[config.mk]
export PLATFORM = sky130hd
export DESIGN_NAME = stepper_door_motor_controller
export DESIGN_NICKNAME = d
export VERILOG_FILES = /design/src/rtl/sdmc_pkg.sv /design/src/rtl/stepper_door_motor_controller.sv
export VERILOG_INCLUDE_DIRS = /design/src /design/src/rtl
export SDC_FILE = /design/constraint.sdc
export NUM_CORES = 1
export LEC_CHECK = 0
export BUFFER_PORTS_ARGS = -buffer_cell sky130_fd_sc_hd__buf_2
export CAP_MARGIN = 40
export CELL_PAD_IN_SITES_DETAIL_PLACEMENT = 0
export CELL_PAD_IN_SITES_GLOBAL_PLACEMENT = 1
export CORE_ASPECT_RATIO = 0.8
export CORE_MARGIN = 10
export CORE_UTILIZATION = 25
export CTS_BUF_LIST = sky130_fd_sc_hd__clkbuf_4 sky130_fd_sc_hd__clkbuf_8 sky130_fd_sc_hd__clkbuf_16
export CTS_CLUSTER_DIAMETER = 100
export DETAILED_ROUTE_END_ITERATION = 16
export PLACE_DENSITY_LB_ADDON = 0.3
export SYNTH_ARGS = -nofsm -noshare
export SYNTH_HDL_FRONTEND = slang
export SYNTH_SLANG_ARGS = --single-unit
[constraint.sdc]
create_clock -name clk -period 6.1 [get_ports clk]
set_input_delay 0.915 -clock clk [delete_from_list [all_inputs] [get_ports clk]]
set_output_delay 0.915 -clock clk [all_outputs]
set_load 0.05 [all_outputs]
[src/rtl/assert_macros.svh]
// Assertion macros used by the motor controller RTL.
`ifndef ASSERT_MACROS_SVH
`define ASSERT_MACROS_SVH

// The consequent must hold in the same cycle as the antecedent.
`define ASSERT_IMPLY(label, clk, rst_n, ante, cons) \
  label: assert property (@(posedge clk) disable iff (!rst_n) (ante) |-> (cons)) \
    else $error("assertion failed: same-cycle implication");

// The consequent must hold in the cycle after the antecedent.
`define ASSERT_NEXT(label, clk, rst_n, ante, cons) \
  label: assert property (@(posedge clk) disable iff (!rst_n) (ante) |=> (cons)) \
    else $error("assertion failed: next-cycle implication");

`endif

[src/rtl/sdmc_pkg.sv]
`default_nettype none

package sdmc_pkg;

  typedef logic [1:0] mode_t;
  typedef logic [2:0] event_t;

  localparam int unsigned COUNT_BITS_DEFAULT = 16;
  localparam int unsigned STALL_BITS = 16;
  localparam int unsigned CAL_OUT_BITS = 16;
  localparam logic [STALL_BITS-1:0] STALL_MAX = 16'hFFFF;
  localparam logic [STALL_BITS-1:0] STALL_LIMIT_RESET = 16'd100;

  localparam mode_t FUNC_TICK    = 2'd0;
  localparam mode_t MODE_IDLE    = 2'd0;
  localparam mode_t MODE_CAL     = 2'd1;
  localparam mode_t MODE_COUNTED = 2'd2;
  localparam mode_t MODE_LIMIT   = 2'd3;

  localparam logic [1:0] HITS_DONE = 2'd3;

  localparam event_t EV_NONE     = 3'd0;
  localparam event_t EV_CAL_DONE = 3'd1;
  localparam event_t EV_REACHED  = 3'd2;
  localparam event_t EV_STOPPED  = 3'd3;
  localparam event_t EV_STALLED  = 3'd4;

  // Half-step coil pattern for each of the eight phases.
  function automatic logic [3:0] coil_pattern(input logic [2:0] phase);
    logic [3:0] pat;
    unique case (phase)
      3'd0: pat = 4'h1;
      3'd1: pat = 4'h3;
      3'd2: pat = 4'h2;
      3'd3: pat = 4'h6;
      3'd4: pat = 4'h4;
      3'd5: pat = 4'hC;
      3'd6: pat = 4'h8;
      3'd7: pat = 4'h9;
      default: pat = 4'h1;
    endcase
    return pat;
  endfunction

endpackage

`default_nettype wire

[src/rtl/stepper_door_motor_controller.sv]
// Channel   Direction  Ports                         Request
// in        input      in_valid / in_ready           one tick or start command
// out       output     out_valid / out_ready         one result per request
// cfg       input      cfg_valid / cfg_ready         stall limit write
//
// Each request is processed combinationally and its result is held in the output register.
// A new request is accepted every cycle while the output register is empty or being read.
// A stall on out_ready holds the result and blocks in_ready; cfg_ready is always high.
// Synchronous active-low reset returns the run to idle and the stall limit to 100.
`default_nettype none
`include "assert_macros.svh"

module stepper_door_motor_controller #(
  parameter int unsigned COUNT_BITS = sdmc_pkg::COUNT_BITS_DEFAULT
) (
  input  wire logic                                clk,
  input  wire logic                                rst_n,
  input  wire logic                                in_valid,
  output logic                                     in_ready,
  input  wire logic [1:0]                          in_func,
  input  wire logic                                in_reverse,
  input  wire logic                                in_door_value,
  input  wire logic                                in_limit_close,
  input  wire logic                                in_limit_open,
  input  wire logic                                in_encoder_pulse,
  input  wire logic                                in_stop_press,
  output logic                                     out_valid,
  input  wire logic                                out_ready,
  output logic [3:0]                               out_coils,
  output logic                                     out_stepped,
  output logic                                     out_busy_res,
  output logic [2:0]                               out_event_res,
  output logic                                     out_door_write_valid,
  output logic                                     out_door_write_value,
  output logic                                     out_between_write_valid,
  output logic                                     out_between_value,
  output logic [sdmc_pkg::CAL_OUT_BITS-1:0]        out_calibrated_steps,
  input  wire logic                                cfg_valid,
  output logic                                     cfg_ready,
  input  wire logic [sdmc_pkg::STALL_BITS-1:0]     cfg_stall_limit_ticks
);
  import sdmc_pkg::*;

  logic [STALL_BITS-1:0]   stall_limit_r;
  logic [2:0]              phase_r, phase_nxt;
  mode_t                   mode_r, mode_nxt;
  logic                    dir_r, dir_nxt;
  logic [COUNT_BITS-1:0]   move_r, move_nxt;
  logic [COUNT_BITS:0]     total_r, total_nxt;
  logic [1:0]              hit_r, hit_nxt, hit_mid;
  logic                    close_l_r, close_l_nxt;
  logic                    open_l_r, open_l_nxt;
  logic [STALL_BITS-1:0]   stall_r, stall_nxt;
  logic [COUNT_BITS-1:0]   target_r, target_nxt;
  logic                    held_r, held_nxt;

  logic                    c_hit, o_hit, stalled, step;
  event_t                  event_nxt;
  logic                    dw_valid, dw_value, bw_valid, bw_value;
  logic [CAL_OUT_BITS-1:0] cal_nxt;

  logic                    out_valid_r;
  logic [3:0]              coils_r;
  logic                    stepped_r, busy_r, dwv_r, dwval_r, bwv_r, bwval_r;
  event_t                  event_r;
  logic [CAL_OUT_BITS-1:0] cal_r;

  logic                    accept;

  assign in_ready  = !out_valid_r || out_ready;
  assign accept    = in_valid && in_ready;
  assign cfg_ready = 1'b1;

  always_comb begin
    phase_nxt   = phase_r;
    mode_nxt    = mode_r;
    dir_nxt     = dir_r;
    move_nxt    = move_r;
    total_nxt   = total_r;
    hit_nxt     = hit_r;
    hit_mid     = hit_r;
    close_l_nxt = close_l_r;
    open_l_nxt  = open_l_r;
    stall_nxt   = stall_r;
    target_nxt  = target_r;
    held_nxt    = held_r;
    event_nxt   = EV_NONE;
    dw_valid    = 1'b0;
    dw_value    = 1'b0;
    bw_valid    = 1'b0;
    bw_value    = 1'b0;
    step        = 1'b0;
    c_hit       = in_limit_close && !close_l_r;
    o_hit       = in_limit_open && !open_l_r;
    stalled     = 1'b0;

    if (in_func != FUNC_TICK) begin
      mode_nxt  = in_func;
      dir_nxt   = in_reverse;
      move_nxt  = '0;
      total_nxt = '0;
      hit_nxt   = '0;
      stall_nxt = '0;
      if (in_func == MODE_CAL) begin
        close_l_nxt = 1'b0;
        open_l_nxt  = 1'b0;
      end
      if (in_func == MODE_COUNTED) begin
        held_nxt = in_door_value;
      end
    end else if (mode_r != MODE_IDLE) begin
      if (in_encoder_pulse) begin
        stall_nxt = '0;
      end else if (stall_r != STALL_MAX) begin
        stall_nxt = stall_r + 1'b1;
      end
      stalled = (stall_nxt >= stall_limit_r);

      if (stalled) begin
        event_nxt = EV_STALLED;
        mode_nxt  = MODE_IDLE;
      end else begin
        unique case (mode_r)
          MODE_CAL: begin
            if (hit_r == HITS_DONE) begin
              target_nxt = total_r[COUNT_BITS:1];
              event_nxt  = EV_CAL_DONE;
              mode_nxt   = MODE_IDLE;
            end else begin
              hit_mid     = (c_hit && hit_r != HITS_DONE) ? hit_r + 2'd1 : hit_r;
              hit_nxt     = (o_hit && hit_mid != HITS_DONE) ? hit_mid + 2'd1 : hit_mid;
              dir_nxt     = dir_r ^ c_hit ^ o_hit;
              close_l_nxt = in_limit_close;
              open_l_nxt  = in_limit_open;
              if (c_hit || o_hit) begin
                stall_nxt = '0;
              end
              if (hit_nxt != 2'd0 && !(&total_r)) begin
                total_nxt = total_r + 1'b1;
              end
              step = 1'b1;
            end
          end
          MODE_COUNTED: begin
            if (in_stop_press) begin
              event_nxt = EV_STOPPED;
              mode_nxt  = MODE_IDLE;
            end else if (move_r >= target_r) begin
              dw_valid  = 1'b1;
              dw_value  = held_r;
              event_nxt = EV_REACHED;
              mode_nxt  = MODE_IDLE;
            end else begin
              step     = 1'b1;
              move_nxt = move_r + 1'b1;
            end
          end
          MODE_LIMIT: begin
            if (in_stop_press) begin
              bw_valid  = 1'b1;
              bw_value  = !dir_r;
              event_nxt = EV_STOPPED;
              mode_nxt  = MODE_IDLE;
            end else if (dir_r ? in_limit_close : in_limit_open) begin
              dw_valid  = 1'b1;
              dw_value  = dir_r;
              event_nxt = EV_REACHED;
              mode_nxt  = MODE_IDLE;
            end else begin
              step = 1'b1;
            end
          end
          default: begin
            mode_nxt = MODE_IDLE;
          end
        endcase
      end
    end

    if (step) begin
      phase_nxt = dir_nxt ? phase_r - 3'd1 : phase_r + 3'd1;
    end
  end

  generate
    if (COUNT_BITS >= CAL_OUT_BITS) begin : g_cal_trunc
      assign cal_nxt = target_nxt[CAL_OUT_BITS-1:0];
    end else begin : g_cal_pad
      assign cal_nxt = {{(CAL_OUT_BITS-COUNT_BITS){1'b0}}, target_nxt};
    end
  endgenerate

  always_ff @(posedge clk) begin
    if (!rst_n) begin
      stall_limit_r <= STALL_LIMIT_RESET;
    end else if (cfg_valid && cfg_ready) begin
      stall_limit_r <= cfg_stall_limit_ticks;
    end
  end

  always_ff @(posedge clk) begin
    if (!rst_n) begin
      phase_r   <= '0;
      mode_r    <= MODE_IDLE;
      dir_r     <= 1'b0;
      move_r    <= '0;
      total_r   <= '0;
      hit_r     <= '0;
      close_l_r <= 1'b0;
      open_l_r  <= 1'b0;
      stall_r   <= '0;
      target_r  <= '0;
      held_r    <= 1'b0;
    end else if (accept) begin
      phase_r   <= phase_nxt;
      mode_r    <= mode_nxt;
      dir_r     <= dir_nxt;
      move_r    <= move_nxt;
      total_r   <= total_nxt;
      hit_r     <= hit_nxt;
      close_l_r <= close_l_nxt;
      open_l_r  <= open_l_nxt;
      stall_r   <= stall_nxt;
      target_r  <= target_nxt;
      held_r    <= held_nxt;
    end
  end

  always_ff @(posedge clk) begin
    if (!rst_n) begin
      out_valid_r <= 1'b0;
    end else if (accept) begin
      out_valid_r <= 1'b1;
    end else if (out_ready) begin
      out_valid_r <= 1'b0;
    end
  end

  always_ff @(posedge clk) begin
    if (accept) begin
      coils_r   <= coil_pattern(phase_nxt);
      stepped_r <= step;
      busy_r    <= (mode_nxt != MODE_IDLE);
      event_r   <= event_nxt;
      dwv_r     <= dw_valid;
      dwval_r   <= dw_value;
      bwv_r     <= bw_valid;
      bwval_r   <= bw_value;
      cal_r     <= cal_nxt;
    end
  end

  assign out_valid               = out_valid_r;
  assign out_coils               = coils_r;
  assign out_stepped             = stepped_r;
  assign out_busy_res            = busy_r;
  assign out_event_res           = event_r;
  assign out_door_write_valid    = dwv_r;
  assign out_door_write_value    = dwval_r;
  assign out_between_write_valid = bwv_r;
  assign out_between_value       = bwval_r;
  assign out_calibrated_steps    = cal_r;

  `ASSERT_IMPLY(a_step_keeps_run, clk, rst_n, out_valid_r && stepped_r, busy_r)
  `ASSERT_IMPLY(a_event_ends_run, clk, rst_n, out_valid_r && (event_r != EV_NONE), !busy_r)
  `ASSERT_IMPLY(a_door_write_on_reach, clk, rst_n, out_valid_r && dwv_r, event_r == EV_REACHED)
  `ASSERT_IMPLY(a_between_on_stop, clk, rst_n, out_valid_r && bwv_r, event_r == EV_STOPPED)
  `ASSERT_NEXT(a_idle_tick_quiet, clk, rst_n,
    accept && (in_func == FUNC_TICK) && (mode_r == MODE_IDLE),
    out_valid_r && !stepped_r && (event_r == EV_NONE) && !busy_r)

endmodule

`default_nettype wire

* Yosys cells after proc, flatten, opt, wreduce, memory -nomap -nowiden *
Memory sizes are Yosys's and may differ from the RTL's. A register that Yosys moved wholly into a read port is not among the register bits.
Cells that the tools add are included.

cells by class
  bitwise operators = 5
  muxes and demuxes = 91
  order comparisons = 2
  equal/unequal tests = 14
  add/sub/neg operators = 7
  reductions and logical operators = 33

operators by type and width
  operator                 number
  $mux W16                 21
  $mux W17                 6
  $mux W2                  19
  $mux W1                  37
  $add A16 B1 Y16 const B  2
  $ge A16 B16 Y1           2
  $reduce_and A6 Y1        3
  $reduce_bool A2 Y1       9
  $add A17 B1 Y17 const B  1
  $reduce_and A17 Y1       1
  $ne A16 B16 Y1 const B   1
  $pmux W2 S3              2
  $ne A2 B2 Y1 const B     5
  $mux W3                  3
  $eq A2 B2 Y1 const B     4
  $logic_and A1 B1 Y1      6
  $logic_not A1 Y1         5
  $reduce_and A5 Y1        1
  $reduce_or A5 Y1         1
  $add A2 B1 Y2 const B    2
  $eq A2 B1 Y1 const B     2
  $ne A2 B1 Y1 const B     2
  $pmux W1 S2              2
  $reduce_or A4 Y1         1
  other kinds (10)         14

storage, ports and cells
  memories kept = 1
  word-level logic and storage cells = 175
  output and inout bits = 32
  bits of input ports = 29
  register bits after elaboration = 118
  bits in read-only memories = 32

memories
  name              words  width  read ports  clocked after Yosys merged registers in  write ports  line            source
  (name not given)  8      4      1           1                                        0            sdmc_pkg.sv:31  unique case (phase)

* Depth between registers and ports, before layout *
Gate-level depths: netlist (run 1).

  depth in word-level cells = 15
  mapped depth = 20
  mapped depth without buffers = 19

* Worst setup path after synthesis (run 1) *
Ideal clock, no wire load.

  path kind = register to register
  from = reg stall_r[0]
  to = reg coils_r[0] (netlist: out_coils[0]) (data pin)
  stages on the path, launching flop included = 19
  path slack = 1175 ps
  library setup time = 254 ps
  buffers on the path = 1
  arrival time = 4671 ps
  clock period less this slack = 4925 ps
  path through = dfxtp_1 > ha_1 > inv_1 > or4_1 > clkbuf_1 > or3_1 > a21oi_1 > ha_1 > a211oi_2 > nor2_1 > nor4_4 > a311oi_1 > or3_4 > fa_1 > inv_1 > o21ai_0 > o2111a_1 > a311o_1 > a21o_1

on the way
  cells in the longest elaborated chain, start to end = 11
  elaborated cells on any way between the ends = 15
  classes of those cells = 1 x add/sub; 1 x order compare; 1 x eq/ne; 12 x mux

ends and longest elaborated chain
  item                                               line                                                                        source
  start, declared                                    stepper_door_motor_controller.sv:53                                         logic [STALL_BITS-1:0] stall_r, stall_nxt;
  start signal, assigned                             stepper_door_motor_controller.sv:223                                        stall_r <= stall_nxt;
  $add A16 B1 Y16 or $ne A16 B16 Y1 (tied branches)  stepper_door_motor_controller.sv:115, stepper_door_motor_controller.sv:114
  $mux W16 *                                         stepper_door_motor_controller.sv:114                                        end else if (stall_r != STALL_MAX) begin
  $mux W16 *                                         stepper_door_motor_controller.sv:112                                        if (in_encoder_pulse) begin
  $mux W16 *                                         stepper_door_motor_controller.sv:111                                        end else if (mode_r != MODE_IDLE) begin
  $mux W16 *                                         stepper_door_motor_controller.sv:97                                         if (in_func != FUNC_TICK) begin
  $ge A16 B16 Y1 *                                   stepper_door_motor_controller.sv:117                                        stalled = (stall_nxt >= stall_limit_r);
  $mux W1                                            stepper_door_motor_controller.sv:119                                        if (stalled) begin
  $mux W1                                            stepper_door_motor_controller.sv:111
  $mux W1                                            stepper_door_motor_controller.sv:97
  $mux W3                                            stepper_door_motor_controller.sv:181                                        phase_nxt = dir_nxt ? phase_r - 3'd1 : phase_r + 3'd1;
  $mux W3 *                                          stepper_door_motor_controller.sv:180                                        if (step) begin
  end, declared                                      stepper_door_motor_controller.sv:63                                         logic [3:0] coils_r;

Every way passes the cells marked *; elsewhere a longest branch is shown, timed or not. The select of a mux whose other input is x is not followed.
A chain may end at the register's enable or synchronous reset.

* Final worst setup path (run 1) *
  from = reg stall_r[3]
  to = reg coils_r[0] (netlist: out_coils[0]) (data pin)

The elaborated chain is that of the path after synthesis.

==> flow_summary.ini, run 1 <==
[global_routing]
antenna_found_initial = 0
grt_util_all_layers = 0.110
grt_pass1_vias = 5297
grt_max_degree = 39
overflow = 0
grt_pass1_wl_um = 29900

[route]
viasPerCell = 4.63
vias = 5463
ant_nets = 0
drt-total-wl_um = 18800
drtIter0Drc = 371
wl_per_cell_um = 15.9
first_pass_iters = 5
drc = 0

[clock_tree]
clock_latency_ns = 0.42
cts_setup_buffers = 0
root_buffer = clkbuf_16
cts_buffer_depth = 2
ctsHoldBuffers = 0
clk_pin_slew_worst_paths_ns = 0.06
numCtsBuffers = 17
cts_tree = done
ctsResizeCount = 0
h-tree-depth = 4
clock_sinks = 122

[synthesis]
synthFlopType = dfxtp_1
yosys-top-cells-area = dfxtp_1 (27%), edfxtp_1 (13%), ha_1 (7.0%)
synthCells = 752
syn_nets = 820
synth_top_area_frac = 0.273
synth_common_cells = nor2_1 (97), dfxtp_1 (93), nand2_1 (53), a21oi_1 (51), inv_1 (51)
synth.most_common_cell = nor2_1
synth_edf_count = 29
async_flop_share = 0
ys_warn_count = 0
yosysSeqAreaShare = 0.401
ys_ff_latch = 122
synth_cell_types = 75
syn-cell-area_um2 = 6810
synth_top_cell_by_area = dfxtp_1
syn_avg_cell_area_um2 = 9.05

[floorplan]
io_pins = 61
core-area_um2 = 26500
rows = 53
initial_utilization = 0.257
die_area_um2 = 34300
die_y_um = 168
die_w_um = 205

[power_and_ir_drop]
power.leakage_uw = 0.00311
ir_drop_uv = 146
power_density_nw_per_um2 = 253

[worst_setup_path]
crit_fanout = 8
r2r_start = stall_r[3]
path_buf_inv = 1
ff2ff_path_depth = 16
critPathKind = register to register
end_kind = register
critPathRequiredTime_ns = 6.27
cpPeakStageDelay_ns = 0.65
path_delay_family = simple AND/OR/NAND/NOR gates
r2r_end = out_coils[0]
r2r_setup_slack_ns = 0.53
path_cells = nand4_2 -> or4_1 -> or3_1 -> a21oi_1 -> ha_1 -> nand4_1 -> nor4_1 -> a22oi_2 -> a311oi_1 -> or3_4 -> fa_1 -> inv_1 -> o21ai_0 -> o2111a_1 -> a311o_1 -> a21o_1
critPathArrivalTime_ns = 5.75
critPathSlowestCell = or4_1
start_kind = register

[finish]
antennaDiodeCount = 0
nFillCells = 2811
fin_nets = 877
multi_input_area_um2 = 3750
syn_to_final_growth_pct = 19.0
drive_gt1_frac = 0.180
final_cell_area_um2 = 8110
area.sequential_um2 = 2730

[place]
hpwl_um = 13500
dpl_cell_area_um2 = 7530
portBuffers = 59
place.gp.congestion = 0.769

[timing]
drv_slew = 0
rsz0062_at_grt = false
clock_skew_ns = 0.0142
finalHoldViolations = 0
setup_tns_ns = 0
whs_ns = 0.467
slew_headroom = 0.575
period_share = 0.913
setup_viol = 0
period_needed_ns = 5.57
worst_slew_pin_slew_ns = 0.637
max_freq_ghz = 0.179

[worst_hold_path]
hold_path_end = open_l_r
hold_depth = 2
hp-class = register to register
min_from = open_l_r

[outcome]
status = completed

[job]
maxCapViolCount = 0
## kinds of logic (layout without fill, tap and decap cells)
kind of cell,count (synthesis),count (layout),synth area share
AO/OA/AOI/OAI,142,142,0.137
buffers and inverters,84,154,0.0491
flip-flops,122,122,0.401
multiplexers,51,51,0.0779
XOR/XNOR,27,27,0.0347
other,1,1,0.000551
AND/OR/NAND/NOR,286,286,0.227
adder cells (fa/ha/maj),39,39,0.0728
## layout make-up
cell class | instances | share of cell area
multi-input cells | 546 | 0.463
flip-flops and latches | 122 | 0.337
inverters | 52 | 0.0241
well taps | 357 | 0.0551
clock inverters | 14 | 0.0181
clock buffers | 18 | 0.0534
repair buffers | 70 | 0.0491
## through the flow
stage          setup slack, ns   util  total power (uW)  cells
6_report                 0.528  0.306              2050   1179
5_1_grt                  0.165  0.306              2130   1179
4_1_cts                  0.608  0.306              2080   1179
3_5_place_dp             0.619  0.284              1050   1147
3_3_place_gp             0.643  0.283              1060   1146
2_1_floorplan             1.18      -               998    752
## worst min-delay path, stage by stage (launching register included)
cell      delay [ns]
dfxtp_1         0.30
nand2b_1        0.06
a21oi_1         0.06
## routing by layer
metal / up-vias / track usage / wire length (um)
li1: 2821 / - / -
met1: 2560 / 0.165 / 10400
met2: 71 / 0.152 / 7590
met3: 11 / 0.0245 / 649
met4: 0 / 0.0299 / 165
met5: - / 0 / 0
## where the power goes
group          switching, uW  leakage (uW)  internal (uW)
Clock                    405      0.000270            607
Combinational            128       0.00180           49.3
Sequential              11.9       0.00104            846
## worst max path at each step
stage,start,endpoint,slack [ns],cells after the start
finish,stall_r[3],out_coils[0],0.53,16
global route,stall_r[3],out_coils[0],0.16,18
CTS,stall_r[0],out_coils[0],0.61,17
detailed placement,stall_r[0],out_coils[0],0.62,17
global placement,stall_r[3],out_coils[0],0.64,16
floorplan,stall_r[0],out_coils[0],1.18,18
## registers in the layout, indices dropped and copies added (netlist names), 2 cells and up
signal / cells
mode_r: 2
hit_r: 2
move_r: 16
stall_limit_r: 16
stall_r: 16
phase_r: 3
out_coils: 4
total_r: 17
out_calibrated_steps: 16
target_r: 16
out_event_res: 3
## layout by cell type (no fill, tap or decap), drive strengths merged, types with 3 or more instances in the layout
master / n
a211oi: 5
a21oi: 51
a22oi: 14
a31oi: 3
a32oi: 3
a41oi: 3
and2: 8
and3: 8
and4: 3
buf: 70
clkbuf: 18
clkinv: 4
clkinvlp: 5
dfxtp: 93
edfxtp: 29
ha: 38
inv: 55
mux2: 16
mux2i: 35
nand2: 54
nand2b: 10
nand3: 23
nand4: 12
nor2: 97
nor3: 20
nor3b: 6
nor4: 9
nor4b: 7
o211ai: 3
o21a: 6
o21ai: 33
o31ai: 3
or2: 3
or3: 16
or4: 5
xnor2: 25
No activity file was read; power rests on OpenSTA's default activity.
==> run 2: changes to the inputs <==
==> constraint.sdc (replaced) <==
create_clock -name clk -period 6.7 [get_ports clk]
set_input_delay 1.005 -clock clk [delete_from_list [all_inputs] [get_ports clk]]
set_output_delay 1.005 -clock clk [all_outputs]
set_load 0.05 [all_outputs]
==> flow_summary.ini, run 2 (synthesized netlist as in run 1, its figures left out) <==
[route]
vias = 5407
drc = 0
ant_nets = 0
drt-total-wl_um = 18700
viasPerCell = 4.59
wl_per_cell_um = 15.8
drtIter0Drc = 351
first_pass_iters = 4

[place]
place.gp.congestion = 0.772
dp.cells = 1145
portBuffers = 59
hpwl_um = 13500

[global_routing]
grt_pass1_vias = 5247
overflow = 0
grt_max_degree = 41
grt_pass1_wl_um = 30000
antenna_found_initial = 0
grt_util_all_layers = 0.110

[finish]
syn_to_final_growth_pct = 19.1
largest_reg_flops = 17
drive_gt1_frac = 0.178
area.sequential_um2 = 2730
layoutNonFillerInstCount = 1177
multi_input_area_um2 = 3750
antennaDiodeCount = 0
fin_nets = 875
most-common-layout-cells = nor2_1 (97), dfxtp_1 (93), buf_2 (59)
final_util = 0.306
regMostFlops = total_r
mostFrequentLayoutCell = nor2_1
nFillCells = 2824

[power_and_ir_drop]
p_clk_frac = 0.513
swShare = 0.266
share_comb_of_total_power = 0.083
power_switching_uw = 514
power_density_nw_per_um2 = 238
power.leakage_uw = 0.00313
p_seq_frac = 0.404
p_int_uw = 1420
ir_drop_uv = 148

[clock_tree]
h-tree-depth = 4
cts_buffer_depth = 2
clk_pin_slew_worst_paths_ns = 0.06
numCtsBuffers = 17
ctsHoldBuffers = 0
clock_latency_ns = 0.42
ctsResizeCount = 0
cts_tree = done
root_buffer = clkbuf_16
cts_setup_buffers = 0
clock_sinks = 122

[worst_setup_path]
critPathKind = register to register
crit_fanout = 8
critPathArrivalTime_ns = 5.63
end_kind = register
start_kind = register
critPathRequiredTime_ns = 6.88

[job]
maxCapViolCount = 0

[timing]
rsz0062_at_grt = false
drv_slew = 0
setup_tns_ns = 0
clock_skew_ns = 0.0136
max_freq_ghz = 0.183
period_share = 0.814
setup_viol = 0
finalHoldViolations = 0
period_needed_ns = 5.45
worst_slew_pin_slew_ns = 0.640
slew_headroom = 0.574

[floorplan]
die_y_um = 168
die_w_um = 205
io_pins = 61
rows = 53
die_area_um2 = 34300
initial_utilization = 0.257
core-area_um2 = 26500

[worst_hold_path]
hp-class = register to register

[outcome]
status = completed
-- run 2: worst max-delay path: stages (launching register included) --
cell      delay, ns
dfxtp_1        0.43
nand4_2        0.23
or4_1          0.65
nor3_4         0.37
or3_1          0.22
o21ai_0        0.09
a21oi_1        0.20
ha_1           0.27
nand4_1        0.16
nor4_1         0.09
a22oi_2        0.44
a311oi_1       0.24
or3_4          0.47
fa_1           0.45
inv_1          0.16
o21ai_0        0.13
o2111a_1       0.17
a311o_1        0.27
a21o_1         0.15
-- run 2: cell type report --
cell class	count	share of cell area
Multi-Input combinational cell	546	0.462
Sequential cell	122	0.337
Tap cell	357	0.0551
Clock buffer	18	0.0541
Timing Repair Buffer	68	0.0457
Inverter	52	0.0241
Clock inverter	14	0.0225
-- run 2: through the flow --
step,power (uW),worst slack (ns),hold slack (ns),cell area (um2)
floorplan,909,1.78,0.441,6810
global placement,960,1.36,0.456,7480
detailed placement,960,1.28,0.463,7490
CTS,1960,1.27,0.472,8110
global route,2010,0.896,0.496,8110
finish,1930,1.25,0.462,8110
-- run 2: final timing paths --
check | startpoint | end | slack [ns] | depth (start not counted)
max | stall_r[3] | out_coils[0] | 1.25 | 18
max reg2reg | stall_r[3] | out_coils[0] | 1.25 | 18
min reg2reg | open_l_r | open_l_r | 0.46 | 2
min | open_l_r | open_l_r | 0.46 | 2
-- run 2: power by group through the flow --
stage                     Combinational (uW)  Sequential [uW]  Clock (uW)
after floorplan                         86.0              823           0
after global placement                   163              797           0
after detailed placement                 163              797           0
after CTS                                163              781        1020
after global routing                     176              783        1050
final                                    161              781         992
-- run 2: routing by layer --
metal,vias up,routed length [um],global-route usage
met1,2526,10400,0.165
met3,11,519,0.0258
met5,-,0,0
li1,2807,-,-
met4,0,187,0.0305
met2,63,7540,0.151
